===== config.mk =====
export PLATFORM = sky130hd
export DESIGN_NAME = base64_decoder_flat
export DESIGN_NICKNAME = d
export VERILOG_FILES = /design/src/hdl/b64d_pkg.sv /design/src/hdl/b64d_text_if.sv /design/src/hdl/b64d_result_if.sv /design/src/hdl/b64d_decode.sv /design/src/hdl/b64d_fifo.sv /design/src/hdl/b64d_serial.sv /design/src/hdl/base64_decoder.sv /design/src/flat_wrapper.sv
export SDC_FILE = /design/constraint.sdc
export NUM_CORES = 1
export LEC_CHECK = 0
export BUFFER_PORTS_ARGS = -buffer_cell sky130_fd_sc_hd__buf_4
export CAP_MARGIN = 10
export CORE_MARGIN = 3
export CORE_UTILIZATION = 45
export DETAILED_ROUTE_END_ITERATION = 8
export PLACE_DENSITY = 0.62
export SLEW_MARGIN = 15
export SYNTH_ARGS = -nofsm -noshare
export SYNTH_HDL_FRONTEND = slang
export SYNTH_SLANG_ARGS = --single-unit

===== constraint.sdc =====
create_clock -name clk -period 5.6 [get_ports clk]
set_input_delay 0 -clock clk [delete_from_list [all_inputs] [get_ports clk]]
set_output_delay 0 -clock clk [all_outputs]
set_load 0.005 [all_outputs]

===== src/hdl/b64d_pkg.sv =====
// Package with the shared types, constants and functions of the base64 decoder.
`default_nettype none

package b64d_pkg;

	localparam int COUNT_BITS = 16;
	localparam int FIFO_DEPTH = 4;
	localparam int TOTAL_BITS = 16;

	typedef logic [COUNT_BITS-1:0] count_t;
	typedef logic [5:0] sextet_t;

	typedef enum logic [1:0] {
		KIND_SEXTET,
		KIND_PAD,
		KIND_SKIP,
		KIND_BAD
	} char_kind_t;

	typedef struct packed {
		char_kind_t kind;
		sextet_t    value;
	} char_class_t;

	// Everything one accepted character leaves for the output side.
	typedef struct packed {
		logic [1:0]            n_data;
		logic [7:0]            byte0;
		logic [7:0]            byte1;
		logic [7:0]            byte2;
		logic                  report;
		logic [TOTAL_BITS-1:0] total;
		logic                  stopped;
	} bundle_t;

	function automatic char_class_t classify(logic [7:0] c);
		char_class_t r;
		r.kind  = KIND_BAD;
		r.value = '0;
		if (c >= 8'h41 && c <= 8'h5a) begin
			r.kind  = KIND_SEXTET;
			r.value = 6'(c - 8'h41);
		end else if (c >= 8'h61 && c <= 8'h7a) begin
			r.kind  = KIND_SEXTET;
			r.value = 6'(c - 8'h61 + 8'd26);
		end else if (c >= 8'h30 && c <= 8'h39) begin
			r.kind  = KIND_SEXTET;
			r.value = 6'(c - 8'h30 + 8'd52);
		end else if (c == 8'h2b) begin
			r.kind  = KIND_SEXTET;
			r.value = 6'd62;
		end else if (c == 8'h2f) begin
			r.kind  = KIND_SEXTET;
			r.value = 6'd63;
		end else if (c == 8'h3d) begin
			r.kind = KIND_PAD;
		end else if (c == 8'h20 || (c >= 8'h09 && c <= 8'h0d)) begin
			r.kind = KIND_SKIP;
		end
		return r;
	endfunction

	function automatic logic [TOTAL_BITS-1:0] to_total(count_t c);
		logic [31:0] w;
		w = 32'(c);
		return w[TOTAL_BITS-1:0];
	endfunction

endpackage

`default_nettype wire


===== src/hdl/b64d_text_if.sv =====
// Channel interface that carries base64 characters into the decoder.
`default_nettype none

interface b64d_text_if;
	logic       valid;
	logic       ready;
	logic [7:0] char_code;
	logic       end_of_text;

	modport source (output valid, output char_code, output end_of_text, input ready);
	modport sink (input valid, input char_code, input end_of_text, output ready);
endinterface

`default_nettype wire


===== src/hdl/b64d_result_if.sv =====
// Channel interface that carries decoded bytes and end of text reports.
`default_nettype none

interface b64d_result_if;
	logic        valid;
	logic        ready;
	logic [7:0]  data_byte;
	logic        is_report;
	logic [15:0] byte_total;
	logic        stopped_early;
	logic        last;

	modport source (
		output valid, output data_byte, output is_report, output byte_total,
		output stopped_early, output last, input ready
	);
	modport sink (
		input valid, input data_byte, input is_report, input byte_total,
		input stopped_early, input last, output ready
	);
endinterface

`default_nettype wire


===== src/hdl/b64d_decode.sv =====
// Character classification, group state and byte assembly of the base64 decoder.
`default_nettype none

module b64d_decode (
	input  wire logic            clk,
	input  wire logic            arst_n,
	input  wire logic            accept,
	input  wire logic [7:0]      char_code,
	input  wire logic            end_of_text,
	output b64d_pkg::bundle_t    bundle,
	output logic                 has_result
);
	import b64d_pkg::*;

	logic [1:0]        gp_q, gp_n;
	logic [2:0][5:0]   store_q, store_n;
	logic [1:0]        bpg_q, bpg_n;
	logic              halt_q, halt_n;
	count_t            cnt_q, cnt_n;
	char_class_t       cls;
	logic              complete;
	sextet_t           fourth;
	logic [COUNT_BITS:0] sum;

	always_comb begin
		cls      = classify(char_code);
		gp_n     = gp_q;
		store_n  = store_q;
		bpg_n    = bpg_q;
		halt_n   = halt_q;
		cnt_n    = cnt_q;
		complete = 1'b0;
		fourth   = cls.value;
		sum      = '0;
		bundle   = '0;

		if (!halt_q) begin
			case (cls.kind)
				KIND_BAD: begin
					halt_n = 1'b1;
				end
				KIND_PAD: begin
					if (gp_q == 2'd0) begin
						halt_n = 1'b1;
					end else begin
						bpg_n    = (gp_q == 2'd3) ? 2'd2 : 2'd1;
						fourth   = 6'h3f;
						complete = 1'b1;
					end
				end
				KIND_SEXTET: begin
					case (gp_q)
						2'd0: begin
							store_n[0] = cls.value;
						end
						2'd1: begin
							store_n[1] = cls.value;
						end
						2'd2: begin
							store_n[2] = cls.value;
						end
						default: begin
							complete = 1'b1;
						end
					endcase
					if (gp_q != 2'd3) begin
						gp_n = gp_q + 2'd1;
					end
				end
				default: begin
				end
			endcase
		end

		bundle.byte0 = {store_q[0], store_q[1][5:4]};
		bundle.byte1 = {store_q[1][3:0], store_q[2][5:2]};
		bundle.byte2 = {store_q[2][1:0], fourth};

		if (complete) begin
			bundle.n_data = bpg_n;
			gp_n          = 2'd0;
			sum           = {1'b0, cnt_q} + (COUNT_BITS + 1)'(bpg_n);
			cnt_n         = sum[COUNT_BITS] ? '1 : sum[COUNT_BITS-1:0];
		end

		bundle.report  = end_of_text;
		bundle.total   = to_total(cnt_n);
		bundle.stopped = halt_n;
		has_result     = complete || end_of_text;

		if (end_of_text) begin
			gp_n   = 2'd0;
			bpg_n  = 2'd3;
			halt_n = 1'b0;
			cnt_n  = '0;
		end
	end

	always_ff @(posedge clk or negedge arst_n) begin
		if (!arst_n) begin
			gp_q    <= 2'd0;
			store_q <= '0;
			bpg_q   <= 2'd3;
			halt_q  <= 1'b0;
			cnt_q   <= '0;
		end else if (accept) begin
			gp_q    <= gp_n;
			store_q <= store_n;
			bpg_q   <= bpg_n;
			halt_q  <= halt_n;
			cnt_q   <= cnt_n;
		end
	end

endmodule

`default_nettype wire


===== src/hdl/b64d_fifo.sv =====
// Small queue of result bundles between the decoder and the output serializer.
`default_nettype none

module b64d_fifo (
	input  wire logic              clk,
	input  wire logic              arst_n,
	input  wire logic              wr_en,
	input  wire b64d_pkg::bundle_t wr_data,
	input  wire logic              rd_en,
	output b64d_pkg::bundle_t      rd_data,
	output logic                   full,
	output logic                   not_empty
);
	import b64d_pkg::*;

	localparam int PTR_W = (FIFO_DEPTH > 1) ? $clog2(FIFO_DEPTH) : 1;
	localparam int CNT_W = $clog2(FIFO_DEPTH + 1);

	bundle_t            mem_q [FIFO_DEPTH];
	logic [PTR_W-1:0]   wr_ptr_q, rd_ptr_q;
	logic [CNT_W-1:0]   count_q;

	assign full      = (count_q == CNT_W'(FIFO_DEPTH));
	assign not_empty = (count_q != '0);
	assign rd_data   = mem_q[rd_ptr_q];

	function automatic logic [PTR_W-1:0] next_ptr(logic [PTR_W-1:0] p);
		return (p == PTR_W'(FIFO_DEPTH - 1)) ? '0 : p + PTR_W'(1);
	endfunction

	always_ff @(posedge clk) begin
		if (wr_en) begin
			mem_q[wr_ptr_q] <= wr_data;
		end
	end

	always_ff @(posedge clk or negedge arst_n) begin
		if (!arst_n) begin
			wr_ptr_q <= '0;
			rd_ptr_q <= '0;
			count_q  <= '0;
		end else begin
			if (wr_en) begin
				wr_ptr_q <= next_ptr(wr_ptr_q);
			end
			if (rd_en) begin
				rd_ptr_q <= next_ptr(rd_ptr_q);
			end
			if (wr_en && !rd_en) begin
				count_q <= count_q + CNT_W'(1);
			end else if (rd_en && !wr_en) begin
				count_q <= count_q - CNT_W'(1);
			end
		end
	end

	a_no_overflow: assert property (@(posedge clk) disable iff (!arst_n)
		!(wr_en && full && !rd_en))
		else $error("Bundle written into a full queue.");

	a_no_underflow: assert property (@(posedge clk) disable iff (!arst_n)
		rd_en |-> not_empty)
		else $error("Bundle read from an empty queue.");

endmodule

`default_nettype wire


===== src/hdl/b64d_serial.sv =====
// Output stage: bytes and any report per bundle, one item per cycle unless stalled.
`default_nettype none

module b64d_serial (
	input  wire logic              clk,
	input  wire logic              arst_n,
	input  wire logic              fifo_valid,
	input  wire b64d_pkg::bundle_t fifo_data,
	output logic                   fifo_pop,
	b64d_result_if.source          result
);
	import b64d_pkg::*;

	bundle_t    cur_q;
	logic       cur_valid_q;
	logic [1:0] idx_q;
	logic [1:0] last_idx;
	logic       is_data;
	logic       out_last;
	logic       fire;

	always_comb begin
		last_idx = cur_q.report ? cur_q.n_data : cur_q.n_data - 2'd1;
		is_data  = (idx_q < cur_q.n_data);
		out_last = (idx_q == last_idx);
		fire     = result.valid && result.ready;
		fifo_pop = fifo_valid && (!cur_valid_q || (fire && out_last));
	end

	always_comb begin
		result.valid         = cur_valid_q;
		result.last          = out_last;
		result.is_report     = !is_data;
		result.byte_total    = is_data ? '0 : cur_q.total;
		result.stopped_early = !is_data && cur_q.stopped;
		result.data_byte     = '0;
		if (is_data) begin
			case (idx_q)
				2'd0: begin
					result.data_byte = cur_q.byte0;
				end
				2'd1: begin
					result.data_byte = cur_q.byte1;
				end
				default: begin
					result.data_byte = cur_q.byte2;
				end
			endcase
		end
	end

	always_ff @(posedge clk) begin
		if (fifo_pop) begin
			cur_q <= fifo_data;
		end
	end

	always_ff @(posedge clk or negedge arst_n) begin
		if (!arst_n) begin
			cur_valid_q <= 1'b0;
			idx_q       <= 2'd0;
		end else if (fifo_pop) begin
			cur_valid_q <= 1'b1;
			idx_q       <= 2'd0;
		end else if (fire) begin
			if (out_last) begin
				cur_valid_q <= 1'b0;
			end else begin
				idx_q <= idx_q + 2'd1;
			end
		end
	end

	a_report_is_last: assert property (@(posedge clk) disable iff (!arst_n)
		result.valid && result.is_report |-> result.last)
		else $error("Report item not marked as last.");

	a_index_in_range: assert property (@(posedge clk) disable iff (!arst_n)
		cur_valid_q |-> idx_q <= last_idx)
		else $error("Result index ran past the end of its bundle.");

	a_bundle_continues: assert property (@(posedge clk) disable iff (!arst_n)
		fire && !out_last |=> result.valid && (idx_q == $past(idx_q) + 2'd1))
		else $error("Bundle did not continue with its next item.");

endmodule

`default_nettype wire


===== src/hdl/base64_decoder.sv =====
// Top level of the streaming base64 decoder.
//
// The text channel takes one character per item, with end_of_text set on the
// final character of a text. The result channel gives decoded bytes one per
// item, and after the final character a report item with the byte total and
// the stop flag; last marks the final result caused by one character.
// A character is accepted in every cycle while the four-entry bundle queue
// between the decoder and the output stage has room. All work on a character
// is done in the cycle of its acceptance; its results are registered in the
// queue and then the output stage, and leave one item per cycle unless stalled.
// Four characters give at most three bytes, so a receiver that takes one item
// per cycle never slows the sender for complete groups.
// When the receiver stalls, the current result holds and the queue fills;
// ready on the text channel drops once the queue is full.
// Reset clears the group position, byte count, halt flag and sextet store,
// and sets the bytes per group to three; no item is in flight afterwards.
`default_nettype none

module base64_decoder (
	input  wire logic      clk,
	input  wire logic      arst_n,
	b64d_text_if.sink      text,
	b64d_result_if.source  result
);
	import b64d_pkg::*;

	bundle_t dec_bundle;
	bundle_t fifo_data;
	logic    has_result;
	logic    accept;
	logic    fifo_full;
	logic    fifo_valid;
	logic    fifo_pop;

	assign text.ready = !fifo_full;
	assign accept     = text.valid && text.ready;

	b64d_decode u_decode (
		.clk         (clk),
		.arst_n      (arst_n),
		.accept      (accept),
		.char_code   (text.char_code),
		.end_of_text (text.end_of_text),
		.bundle      (dec_bundle),
		.has_result  (has_result)
	);

	b64d_fifo u_fifo (
		.clk       (clk),
		.arst_n    (arst_n),
		.wr_en     (accept && has_result),
		.wr_data   (dec_bundle),
		.rd_en     (fifo_pop),
		.rd_data   (fifo_data),
		.full      (fifo_full),
		.not_empty (fifo_valid)
	);

	b64d_serial u_serial (
		.clk        (clk),
		.arst_n     (arst_n),
		.fifo_valid (fifo_valid),
		.fifo_data  (fifo_data),
		.fifo_pop   (fifo_pop),
		.result     (result)
	);

endmodule

`default_nettype wire

===== src/flat_wrapper.sv =====
// flat-port wrapper written by rule: the top's interface ports become plain ports
module base64_decoder_flat import b64d_pkg::*;
  (clk, arst_n, text_valid, text_char_code, text_end_of_text, text_ready, result_valid, result_data_byte, result_is_report, result_byte_total, result_stopped_early, result_last, result_ready);
  b64d_text_if text_i ();
  b64d_result_if result_i ();
  input  wire logic clk;
  input  wire logic arst_n;
  input wire logic [$bits(text_i.valid)-1:0] text_valid;
  input wire logic [$bits(text_i.char_code)-1:0] text_char_code;
  input wire logic [$bits(text_i.end_of_text)-1:0] text_end_of_text;
  output wire logic [$bits(text_i.ready)-1:0] text_ready;
  output wire logic [$bits(result_i.valid)-1:0] result_valid;
  output wire logic [$bits(result_i.data_byte)-1:0] result_data_byte;
  output wire logic [$bits(result_i.is_report)-1:0] result_is_report;
  output wire logic [$bits(result_i.byte_total)-1:0] result_byte_total;
  output wire logic [$bits(result_i.stopped_early)-1:0] result_stopped_early;
  output wire logic [$bits(result_i.last)-1:0] result_last;
  input wire logic [$bits(result_i.ready)-1:0] result_ready;
  assign text_i.valid = text_valid;
  assign text_i.char_code = text_char_code;
  assign text_i.end_of_text = text_end_of_text;
  assign text_ready = text_i.ready;
  assign result_valid = result_i.valid;
  assign result_data_byte = result_i.data_byte;
  assign result_is_report = result_i.is_report;
  assign result_byte_total = result_i.byte_total;
  assign result_stopped_early = result_i.stopped_early;
  assign result_last = result_i.last;
  assign result_i.ready = result_ready;
  base64_decoder u_core (.clk(clk), .arst_n(arst_n), .text(text_i), .result(result_i));
endmodule

==> Yosys cells after proc, flatten, opt, wreduce, memory -nomap -nowiden <==
Memories as Yosys holds them, arrays and structs flattened. A register that Yosys moved wholly into a read port is not among the register bits.
Cells that the tools add are included.
{ "word_totals": {"reg_bits": 49, "latchBits": 0, "mem_bits_rw": 176, "mem_bits_ro": 0, "out_inout_bits": 29, "elab_cells": 138, "memories": 1} }
{ "classes": {"add_sub_neg": 13, "n_mul": 0, "div_mod_pow": 0, "n_lt_le_gt_ge": 9, "eq_ne": 17, "shift": 0, "n_mux": 49, "n_bitwise": 1, "reduce_logical": 36} }
{ "mem_list": {"columns": ["memory", "depth", "word_bits", "read_ports", "rd_clocked_by_memory_dff", "wr", "line_no", "text"], "rows": [
  ["u_core.u_fifo.mem_q", 4, 44, 1, 1, 1, "b64d_fifo.sv:19", "bundle_t mem_q [FIFO_DEPTH];"]
]} }
{ "ops": {"columns": ["op", "count"], "rows": [
  ["$mux 16", 4],
  ["$mux 8", 5],
  ["$mux 2", 19],
  ["$eq 8x6->1 const B", 4],
  ["$mux 6", 4],
  ["$add 16x2->17", 1],
  ["$ge 8x7->1 const B", 2],
  ["$le 8x7->1 const B", 2],
  ["$pmux 8 s2", 1],
  ["$reduce_and 4->1", 4],
  ["$logic_and 1x1->1", 12],
  ["$mux 1", 12],
  ["$sub 6x6->6 const B", 2],
  ["$eq 2x2->1 const B", 5],
  ["$reduce_bool 3->1", 3],
  ["$add 2x1->2 const B", 4],
  ["$ge 8x4->1 const B", 1],
  ["$ge 8x6->1 const B", 1],
  ["$le 8x4->1 const B", 1],
  ["$le 8x6->1 const B", 1],
  ["$add 6x5->6 const B", 1],
  ["$add 6x6->6 const B", 1],
  ["$eq 2x1->1 const B", 3],
  ["$logic_not 2->1", 3],
  ["18 further kinds", 29]
]} }

==> Longest topological paths before layout <==
Gate-level depths: netlist of run 1.
{ "depth": {"depth_word": 19, "ltp_mapped": 18, "depth_no_buf": 17} }

==> Hierarchy <==
Synthesis of run 1 repeated with hierarchy kept, for this count alone.
{ "unflattened": {"hier_cells": 739, "area_unflattened_um2": 11746.3} }
{ "modules_own_cells": {"columns": ["mod", "n_inst", "cells_each", "area_per_inst_um2", "seq_area_each_um2"], "rows": [
  ["b64d_fifo", 1, 267, 6829.0, 5460.2],
  ["b64d_decode", 1, 350, 3047.9, 978.4],
  ["b64d_serial", 1, 119, 1850.5, 1396.3],
  ["base64_decoder", 1, 3, 18.8, 0.0]
]} }

==> Worst setup path before layout of run 1 <==
No wires, ideal clock.
{ "synth_path": {"path_kind": "flip-flop to flip-flop", "from": "register u_core.u_serial.cur_q[43] (netlist name)", "to": "register u_core.u_fifo.count_q[1]", "setup_time_ns": 0.125, "arrival_ns": 4.678, "path_slack_ns": 0.797, "stages_incl_launch_ff": 11, "path_buffers": 0, "cell_sequence": "edfxtp_1 -> xor2_1 -> or3_1 -> o21ai_0 -> nand2_1 -> a21oi_1 -> inv_1 -> ha_1 -> inv_1 -> fa_1 -> mux2_2"} }
{ "synth_via": {"elab_chain_cells": 9, "elab_cells_between_ends": 11} }
{ "synth_lines": {"columns": ["element", "line_no", "text"], "rows": [
  ["$sub 2x1->2", "b64d_serial.sv:23", "last_idx = cur_q.report ? cur_q.n_data : cur_q.n_data - 2'd1;"],
  ["$mux 2 *", "b64d_serial.sv:23", null],
  ["$eq 2x2->1 *", "b64d_serial.sv:25", "out_last = (idx_q == last_idx);"],
  ["named net result_last", "flat_wrapper.sv:17", "output wire logic [$bits(result_i.last)-1:0] result_last;"],
  ["$logic_and 1x1->1 *", "b64d_serial.sv:27", "fifo_pop = fifo_valid && (!cur_valid_q || (fire && out_last));"],
  ["$logic_or 1x1->1 *", "b64d_serial.sv:27", null],
  ["$logic_and 1x1->1 *", "b64d_serial.sv:27", null],
  ["named net u_core.fifo_pop", "base64_decoder.sv:33", "logic fifo_pop;"],
  ["$logic_not 1->1", "b64d_fifo.sv:49", "if (wr_en && !rd_en) begin"],
  ["$logic_and 1x1->1", "b64d_fifo.sv:49", null],
  ["$mux 3 or $reduce_bool 2->1 (tied branches)", null, null],
  ["end signal: assignment", "b64d_fifo.sv:50", "count_q <= count_q + CNT_W'(1);"],
  ["end signal: assignment", "b64d_fifo.sv:52", "count_q <= count_q - CNT_W'(1);"],
  ["end: declaration", "b64d_fifo.sv:21", "logic [CNT_W-1:0] count_q;"]
]} }
Mark *: on every way through the listed nets, which the timed path passes. The rest lies on a longest branch.
A chain may end at the register's enable or synchronous reset.

==> results.tsv, run 1 <==
stage	metric	value	unit
floorplanning	total die area	0.0279	mm2
layout	Design Area, Final	0.0131	mm2
place	placed cells	1083	
grt	first-pass GRT wire length	37.8	mm
layout	number of fill cells	2028	
logic_synthesis	post-synthesis register bit count	269	
place	GP Congestion	0.852	
pwr	Design Power	0.00598	W
place	DP Area	0.0122	mm2
drt	vias per cell	5.70	
logic_synthesis	Syn Nets	780	
grt	vias in the first global route	6751	
pwr	PwrDens	457	mW/mm2
logic_synthesis	Async S/R FF share, synth	18.2	%
floorplanning	Initial Utilization	46.1	%
floorplanning	Ports	42	
sta	Final Max Slew Viols	0	
logic_synthesis	ys flop type	edfxtp_1	
critical_path	CP startpoint kind	flip-flop	
floorplanning	die height	167	um
job	max-cap check violation count	0	
drt	final WL	23.5	mm
layout	most common cell after layout, fill and taps aside	edfxtp_1	
place	Place WS	1.08	ns
logic_synthesis	Post-Syn Area	0.0117	mm2
critical_path	required time of the critical path	5.89	ns
layout	n_diodes	0	
hold_path	HP Class	in2reg	
layout	layout cells sized above 1	22.8	%
grt	antenna violations before repair	0	
sta	Fmax achieved	232	MHz
critical_path	worst-path maximum fanout	7	
drt	vias	6480	
layout	non-filler cells, final	1136	
drt	DR iter-0 viols	551	
place	post-detail-place hpwl	14.6	mm
clock_network	post_cts resized	0	
floorplanning	Die W	167	um
grt	GRT overflow	0	
clock_network	Num CTS Buffers	27	
sta	setup violators final	0	
pwr	Pleak	4.64	nW
logic_synthesis	YS warnings	0	
sta	final hold vios	0	
clock_network	CTS tree	built	
sta	Final period util	77.1	%
critical_path	critical path endpoint category	flip-flop	
layout	Area Overhead vs Synth	12.1	%
sta	Setup Skew	0.0143	ns
layout	most frequent cells in the layout	220 x edfxtp_1, 54 x nand2_1, 48 x a21oi_1, 48 x buf_4, 45 x dfrtp_1	
clock_network	clk buf depth	3	
logic_synthesis	post-synthesis average cell area	15.8	um2
sta	RSZ-0062 raised after global routing	false	
grt	GRT Overall Usage	17.1	%
logic_synthesis	Seq/Total Area, Yosys	67.2	%
sta	final worst setup slack	1.28	ns
sta	Slew HR	33.7	%
sta	worst slew pin tran	0.994	ns
floorplanning	Core ar.	0.0253	mm2
drt	Pre-antenna DRT Iters	4	
critical_path	critical path class	reg2reg	
clock_network	post-cts hold buffer count	3	
critical_path	reg2reg path depth	11	
critical_path	CP arrival	4.61	ns
floorplanning	standard-cell rows	58	
logic_synthesis	Syn Inst Count	739	
drt	DRC Markers	0	
clock_network	clock root buffer	clkbuf_16	
logic_synthesis	EDFF count, synth	220	
clock_network	H-Tree Depth	1	
sta	setup TNS	0	ns
layout	Final #Nets	826	
clock_network	Setup Buffers After CTS	0	
clock_network	clk sink count	269	
hold_path	WHS Path Cells	3	
sta	Tmin final	4.32	ns
grt	largest net degree at the start of global routing	50	
clock_network	Clock Latency Late Sink	0.52	ns
pwr	peak supply drop	0.423	mV
status	status	completed	
clock_network	CTS clk-pin slew, worst paths	0.06	ns
logic_synthesis	Netlist cell types	87	
place	Port Buffers	41	
drt	DR WL/cell	20.7	um
drt	ANT nets after route	0	
## per-layer routing
metal	vias up	GRT usage, %	wire, um
met5	-	0	0
met4	0	4.16	345
met3	23	2.28	1040
met2	155	28.5	11600
met1	3324	24.2	10600
li1	2978	-	-
## logic make-up (layout without fill, tap and decap cells)
family                   Yosys count  after routing  share of synthesized area [%]
AO/OA/AOI/OAI                    153            153                           9.23
buffers and inverters             57            124                           2.63
XOR/XNOR                           8              8                          0.601
AND/OR/NAND/NOR                  170            170                           7.79
multiplexers                      54             54                           9.45
adder cells (fa/ha/maj)           28             28                           3.13
flip-flops                       269            269                           67.2
## final cells by class
| cell class | count | area, um2 | share of cell area (%) |
|---|---|---|---|
| clock inverter | 11 | 58.8 | 0.450 |
| inverter | 23 | 88.8 | 0.679 |
| clock buffer | 39 | 751 | 5.74 |
| sequential | 269 | 7840 | 59.9 |
| multi-input combinational | 413 | 3540 | 27.1 |
| tap | 330 | 413 | 3.16 |
| timing repair buffer | 51 | 390 | 2.99 |
## cells in the mapped netlist, drive strengths merged, types with 2 or more instances
library cell	n	area share, %
inv	23	0.76
nor4	3	0.21
a41oi	2	0.15
and2b	5	0.38
buf	16	0.77
nor3	8	0.48
nor2b	2	0.11
xor2	5	0.38
or4	2	0.16
a211oi	2	0.17
o21ai	26	1.2
o211ai	6	0.59
a311oi	10	0.80
nor2	28	0.92
a21o	3	0.20
mux4	44	8.5
nand2	55	1.8
a22o	2	0.15
dfstp	2	0.45
or2	3	0.18
nand4	4	0.34
a22oi	10	0.64
and3	9	0.50
a21oi	50	2.2
ha	26	2.8
nand3	14	0.60
o21a	5	0.32
edfxtp	220	57
mux2	9	0.87
or3	4	0.26
fa	2	0.34
nand2b	4	0.24
o22ai	6	0.38
clkbuf	16	0.72
a311o	3	0.35
a31oi	13	0.70
dfrtp	47	10
o21bai	2	0.13
and2	29	1.6
xnor2	3	0.23
## flip-flops by register name (all words and copies together), names as in the netlist
| signal | cells |
|---|---|
| u_core.u_fifo.mem_q | 176 |
| u_core.u_serial.cur_q | 44 |
| u_core.u_decode.bundle | 18 |
| u_core.u_decode.cnt_q | 16 |
| u_core.u_fifo.count_q | 3 |
| u_core.u_decode.bpg_q | 2 |
| u_core.u_decode.gp_q | 2 |
| u_core.u_fifo.rd_ptr_q | 2 |
| u_core.u_fifo.wr_ptr_q | 2 |
| u_core.u_serial.idx_q | 2 |
| u_core.u_decode.halt_q | 1 |
| u_core.u_serial.result.valid | 1 |
## through the flow
step / util [%] / hold WS, ns
3_3_place_gp: 48.3 / 0.113
2_1_floorplan: - / -0.296
6_report: 51.6 / 0.0237
5_1_grt: 51.6 / 0.0348
3_5_place_dp: 48.3 / 0.135
4_1_cts: 51.6 / 0.0110
## worst max-delay path, cell delays in order (launching register included)
cell     delay [ns]
dfrtp_1        0.44
inv_1          0.12
ha_1           0.30
nor4_1         0.76
o21a_1         0.22
ha_1           0.21
fa_1           0.27
and3_1         0.31
nand4_4        0.19
nor3_1         0.70
nor2_2         0.20
a31oi_1        0.39
## worst paths after layout
check                      slack [ns]                startpoint                    endpoint
max                              1.28   u_core.u_decode.gp_q[0]   u_core.u_fifo.mem_q[3][5]
min                              0.02         text_char_code[0]  u_core.u_decode.bundle[36]
max reg2reg                      1.28   u_core.u_decode.gp_q[0]   u_core.u_fifo.mem_q[3][5]
min reg2reg                      0.51  u_core.u_fifo.count_q[2]    u_core.u_fifo.count_q[2]
max in group asynchronous        4.91                    arst_n   u_core.u_fifo.rd_ptr_q[0]
min in group asynchronous        0.07                    arst_n  u_core.u_decode.bundle[25]
## where the power goes
part           total, W  switching (W)  internal [W]
sequential      0.00281       0.000179       0.00264
clock           0.00163       0.000705      0.000930
combinational   0.00153       0.000826      0.000705
(Power assumes the default switching activity.)
==> inputs of run 2 (changes only) <==
Clock period 5.6 ns to 4.3 ns, I/O delays scaled along.
==> results.tsv, run 2 (synthesized netlist as in run 1, its figures left out) <==
stage	metric	value	unit	change
status	status	completed		unchanged
layout	Area Overhead vs Synth	13.4	%	was 12.1%
drt	vias	6559		was 6,480
hold_path	HP Class	in2async		was in2reg
clock_network	CTS tree	built		unchanged
sta	Setup Skew	0.0148	ns	was 0.0143 ns
layout	Final #Nets	834		was 826
drt	ANT nets after route	0		unchanged
clock_network	clock root buffer	clkbuf_16		unchanged
floorplanning	total die area	0.0279	mm2	unchanged
sta	Slew HR	36.2	%	was 33.7%
critical_path	worst-path maximum fanout	9		was 7
clock_network	Clock Latency Late Sink	0.53	ns	was 0.52 ns
sta	Final Max Slew Viols	0		unchanged
layout	n_diodes	0		unchanged
layout	most common cell after layout, fill and taps aside	edfxtp_1		unchanged
layout	non-filler cells, final	1144		was 1,136
layout	most frequent cells in the layout	220 x edfxtp_1, 54 x nand2_1, 52 x buf_4, 48 x a21oi_1, 45 x dfrtp_1		was 220 x edfxtp_1, 54 x nand2_1, 48 x a21oi_1, 48 x buf_4, 45 x dfrtp_1
drt	DRC Markers	0		unchanged
clock_network	Setup Buffers After CTS	0		unchanged
critical_path	critical path class	in2reg		was reg2reg
place	post-detail-place hpwl	14.8	mm	was 14.6 mm
sta	worst slew pin tran	0.956	ns	was 0.994 ns
pwr	peak supply drop	0.396	mV	was 0.423 mV
sta	setup violators final	0		unchanged
sta	setup TNS	0	ns	unchanged
drt	final WL	23.3	mm	was 23.5 mm
floorplanning	standard-cell rows	58		unchanged
pwr	Pleak	4.71	nW	was 4.64 nW
place	Place WS	0.182	ns	was 1.08 ns
critical_path	CP cell instances	dlygate4sd3_1 -> buf_4 -> inv_1 -> ha_2 -> and2b_1 -> nor2_1 -> o211ai_2 -> nor4_1 -> buf_4 -> o21a_1 -> ha_1 -> fa_1 -> and3_2 -> nand4_4 -> or3_1 -> a311o_2 -> o41a_1 -> mux2_2		was inv_1 -> ha_1 -> nor4_1 -> o21a_1 -> ha_1 -> fa_1 -> and3_1 -> nand4_4 -> nor3_1 -> nor2_2 -> a31oi_1
layout	layout cells sized above 1	24.3	%	was 22.8%
grt	antenna violations before repair	0		unchanged
floorplanning	die height	167	um	unchanged
grt	largest net degree at the start of global routing	50		unchanged
critical_path	CP arrival	4.34	ns	was 4.61 ns
critical_path	cell mode on critical path	buf_4		was ha_1
floorplanning	Core ar.	0.0253	mm2	unchanged
floorplanning	Initial Utilization	46.1	%	unchanged
critical_path	Worst path slowest cell	dlygate4sd3_1		was nor4_1
critical_path	CP startpoint kind	input port		was flip-flop
sta	Hold Slack	0.0663	ns	was 0.0237 ns
grt	GRT Overall Usage	16.8	%	was 17.1%
drt	DR iter-0 viols	450		was 551
drt	DR WL/cell	20.3	um	was 20.7 um
critical_path	slowest stage delay, CP	0.53	ns	was 0.76 ns
drt	Pre-antenna DRT Iters	5		was 4
grt	GRT overflow	0		unchanged
sta	Fmax achieved	245	MHz	
drt	vias per cell	5.73		was 5.70
sta	final worst setup slack	0.226	ns	was 1.28 ns
clock_network	H-Tree Depth	1		unchanged
grt	first-pass GRT wire length	37.7	mm	was 37.8 mm
critical_path	required time of the critical path	4.56	ns	was 5.89 ns
critical_path	critical path endpoint category	flip-flop		unchanged
place	placed cells	1089		was 1,083
grt	vias in the first global route	6849		was 6,751
clock_network	Num CTS Buffers	27		unchanged
layout	max reg flops	176		unchanged
sta	Tmin final	4.07	ns	
floorplanning	Die W	167	um	unchanged
clock_network	CTS clk-pin slew, worst paths	0.06	ns	about the same
floorplanning	Ports	42		unchanged
place	Port Buffers	41		unchanged
clock_network	clk buf depth	3		unchanged
sta	Final period util	94.7	%	
layout	Biggest register	u_core.u_fifo.mem_q		unchanged
place	GP Congestion	0.857		was 0.852
sta	final hold vios	0		unchanged
pwr	PwrDens	596	mW/mm2	was 457 mW/mm2
job	max-cap check violation count	0		unchanged
clock_network	clk sink count	269		unchanged
## run 2: cell types whose count changed in the layout (fill, tap and decap cells not counted), moves of 2 or more
| cell | before | now |
|---|---|---|
| clkinv_1 | 4 | 2 |
| dlygate4sd3_1 | 3 | 5 |
| buf_4 | 48 | 52 |
| buf_12 | 0 | 2 |
| clkbuf_1 | 9 | 7 |
## run 2: timing repair
action | in CTS | in global routing
hold endpoints to repair | 70 | 0
hold buffers | 5 | 0
gates resized for setup | 0 | 4
endpoints found under the setup margin | 0 | 49
## run 2: per-stage QoR
stage	util (%)	instance area (um2)	power, W
2_1_floorplan	-	11700	0.00495
3_3_place_gp	48.6	12300	0.00569
3_5_place_dp	48.6	12300	0.00575
4_1_cts	52.2	13200	0.00801
5_1_grt	52.2	13200	0.00830
6_report	52.2	13200	0.00788
## run 2: cell type report
type	count	area (um2)
clock buffer	38	757
clock inverter	12	97.6
multi-input combinational	413	3550
inverter	23	88.8
fill	2054	12100
tap	330	413
timing repair buffer	59	480
sequential	269	7840
## run 2: power breakdown
group | switching (W) | leakage (nW) | internal, W | total, W
clock | 0.000939 | 0.412 | 0.00129 | 0.00223
combinational | 0.00101 | 1.64 | 0.000936 | 0.00195
sequential | 0.000276 | 2.65 | 0.00343 | 0.00371
total | 0.00223 | 4.71 | 0.00566 | 0.00788
## run 2: critical path, delay by kind of cell
family / cells / cell delay (ns)
AOI/OAI and AO/OA: 4 / 0.79
adders and majority gates: 3 / 0.72
buffers and inverters: 4 / 1.01
muxes: 1 / 0.32
and+or+nand+nor: 6 / 1.49
## run 2: final timing paths
| path | from | endpoint | slack (ns) | cells past startpoint |
|---|---|---|---|---|
| min in group clk | text_char_code[2] | u_core.u_decode.bundle[32] | 0.07 | 4 |
| max | text_char_code[0] | u_core.u_fifo.mem_q[3][13] | 0.23 | 18 |
| max in group asynchronous | arst_n | u_core.u_fifo.rd_ptr_q[0] | 3.72 | 2 |
| max reg2reg | u_core.u_decode.gp_q[0] | u_core.u_fifo.mem_q[3][13] | 0.36 | 13 |
| min reg2reg | u_core.u_fifo.count_q[2] | u_core.u_fifo.count_q[2] | 0.50 | 1 |
| min | arst_n | u_core.u_decode.bundle[40] | 0.07 | 2 |
## run 2: routing by layer
layer	vias to the layer above	global-route usage, %	wire length (um)
li1	2991	-	-
met1	3357	23.2	10200
met2	174	28.1	11400
met3	37	2.52	1280
met4	0	4.99	458
met5	-	0	0
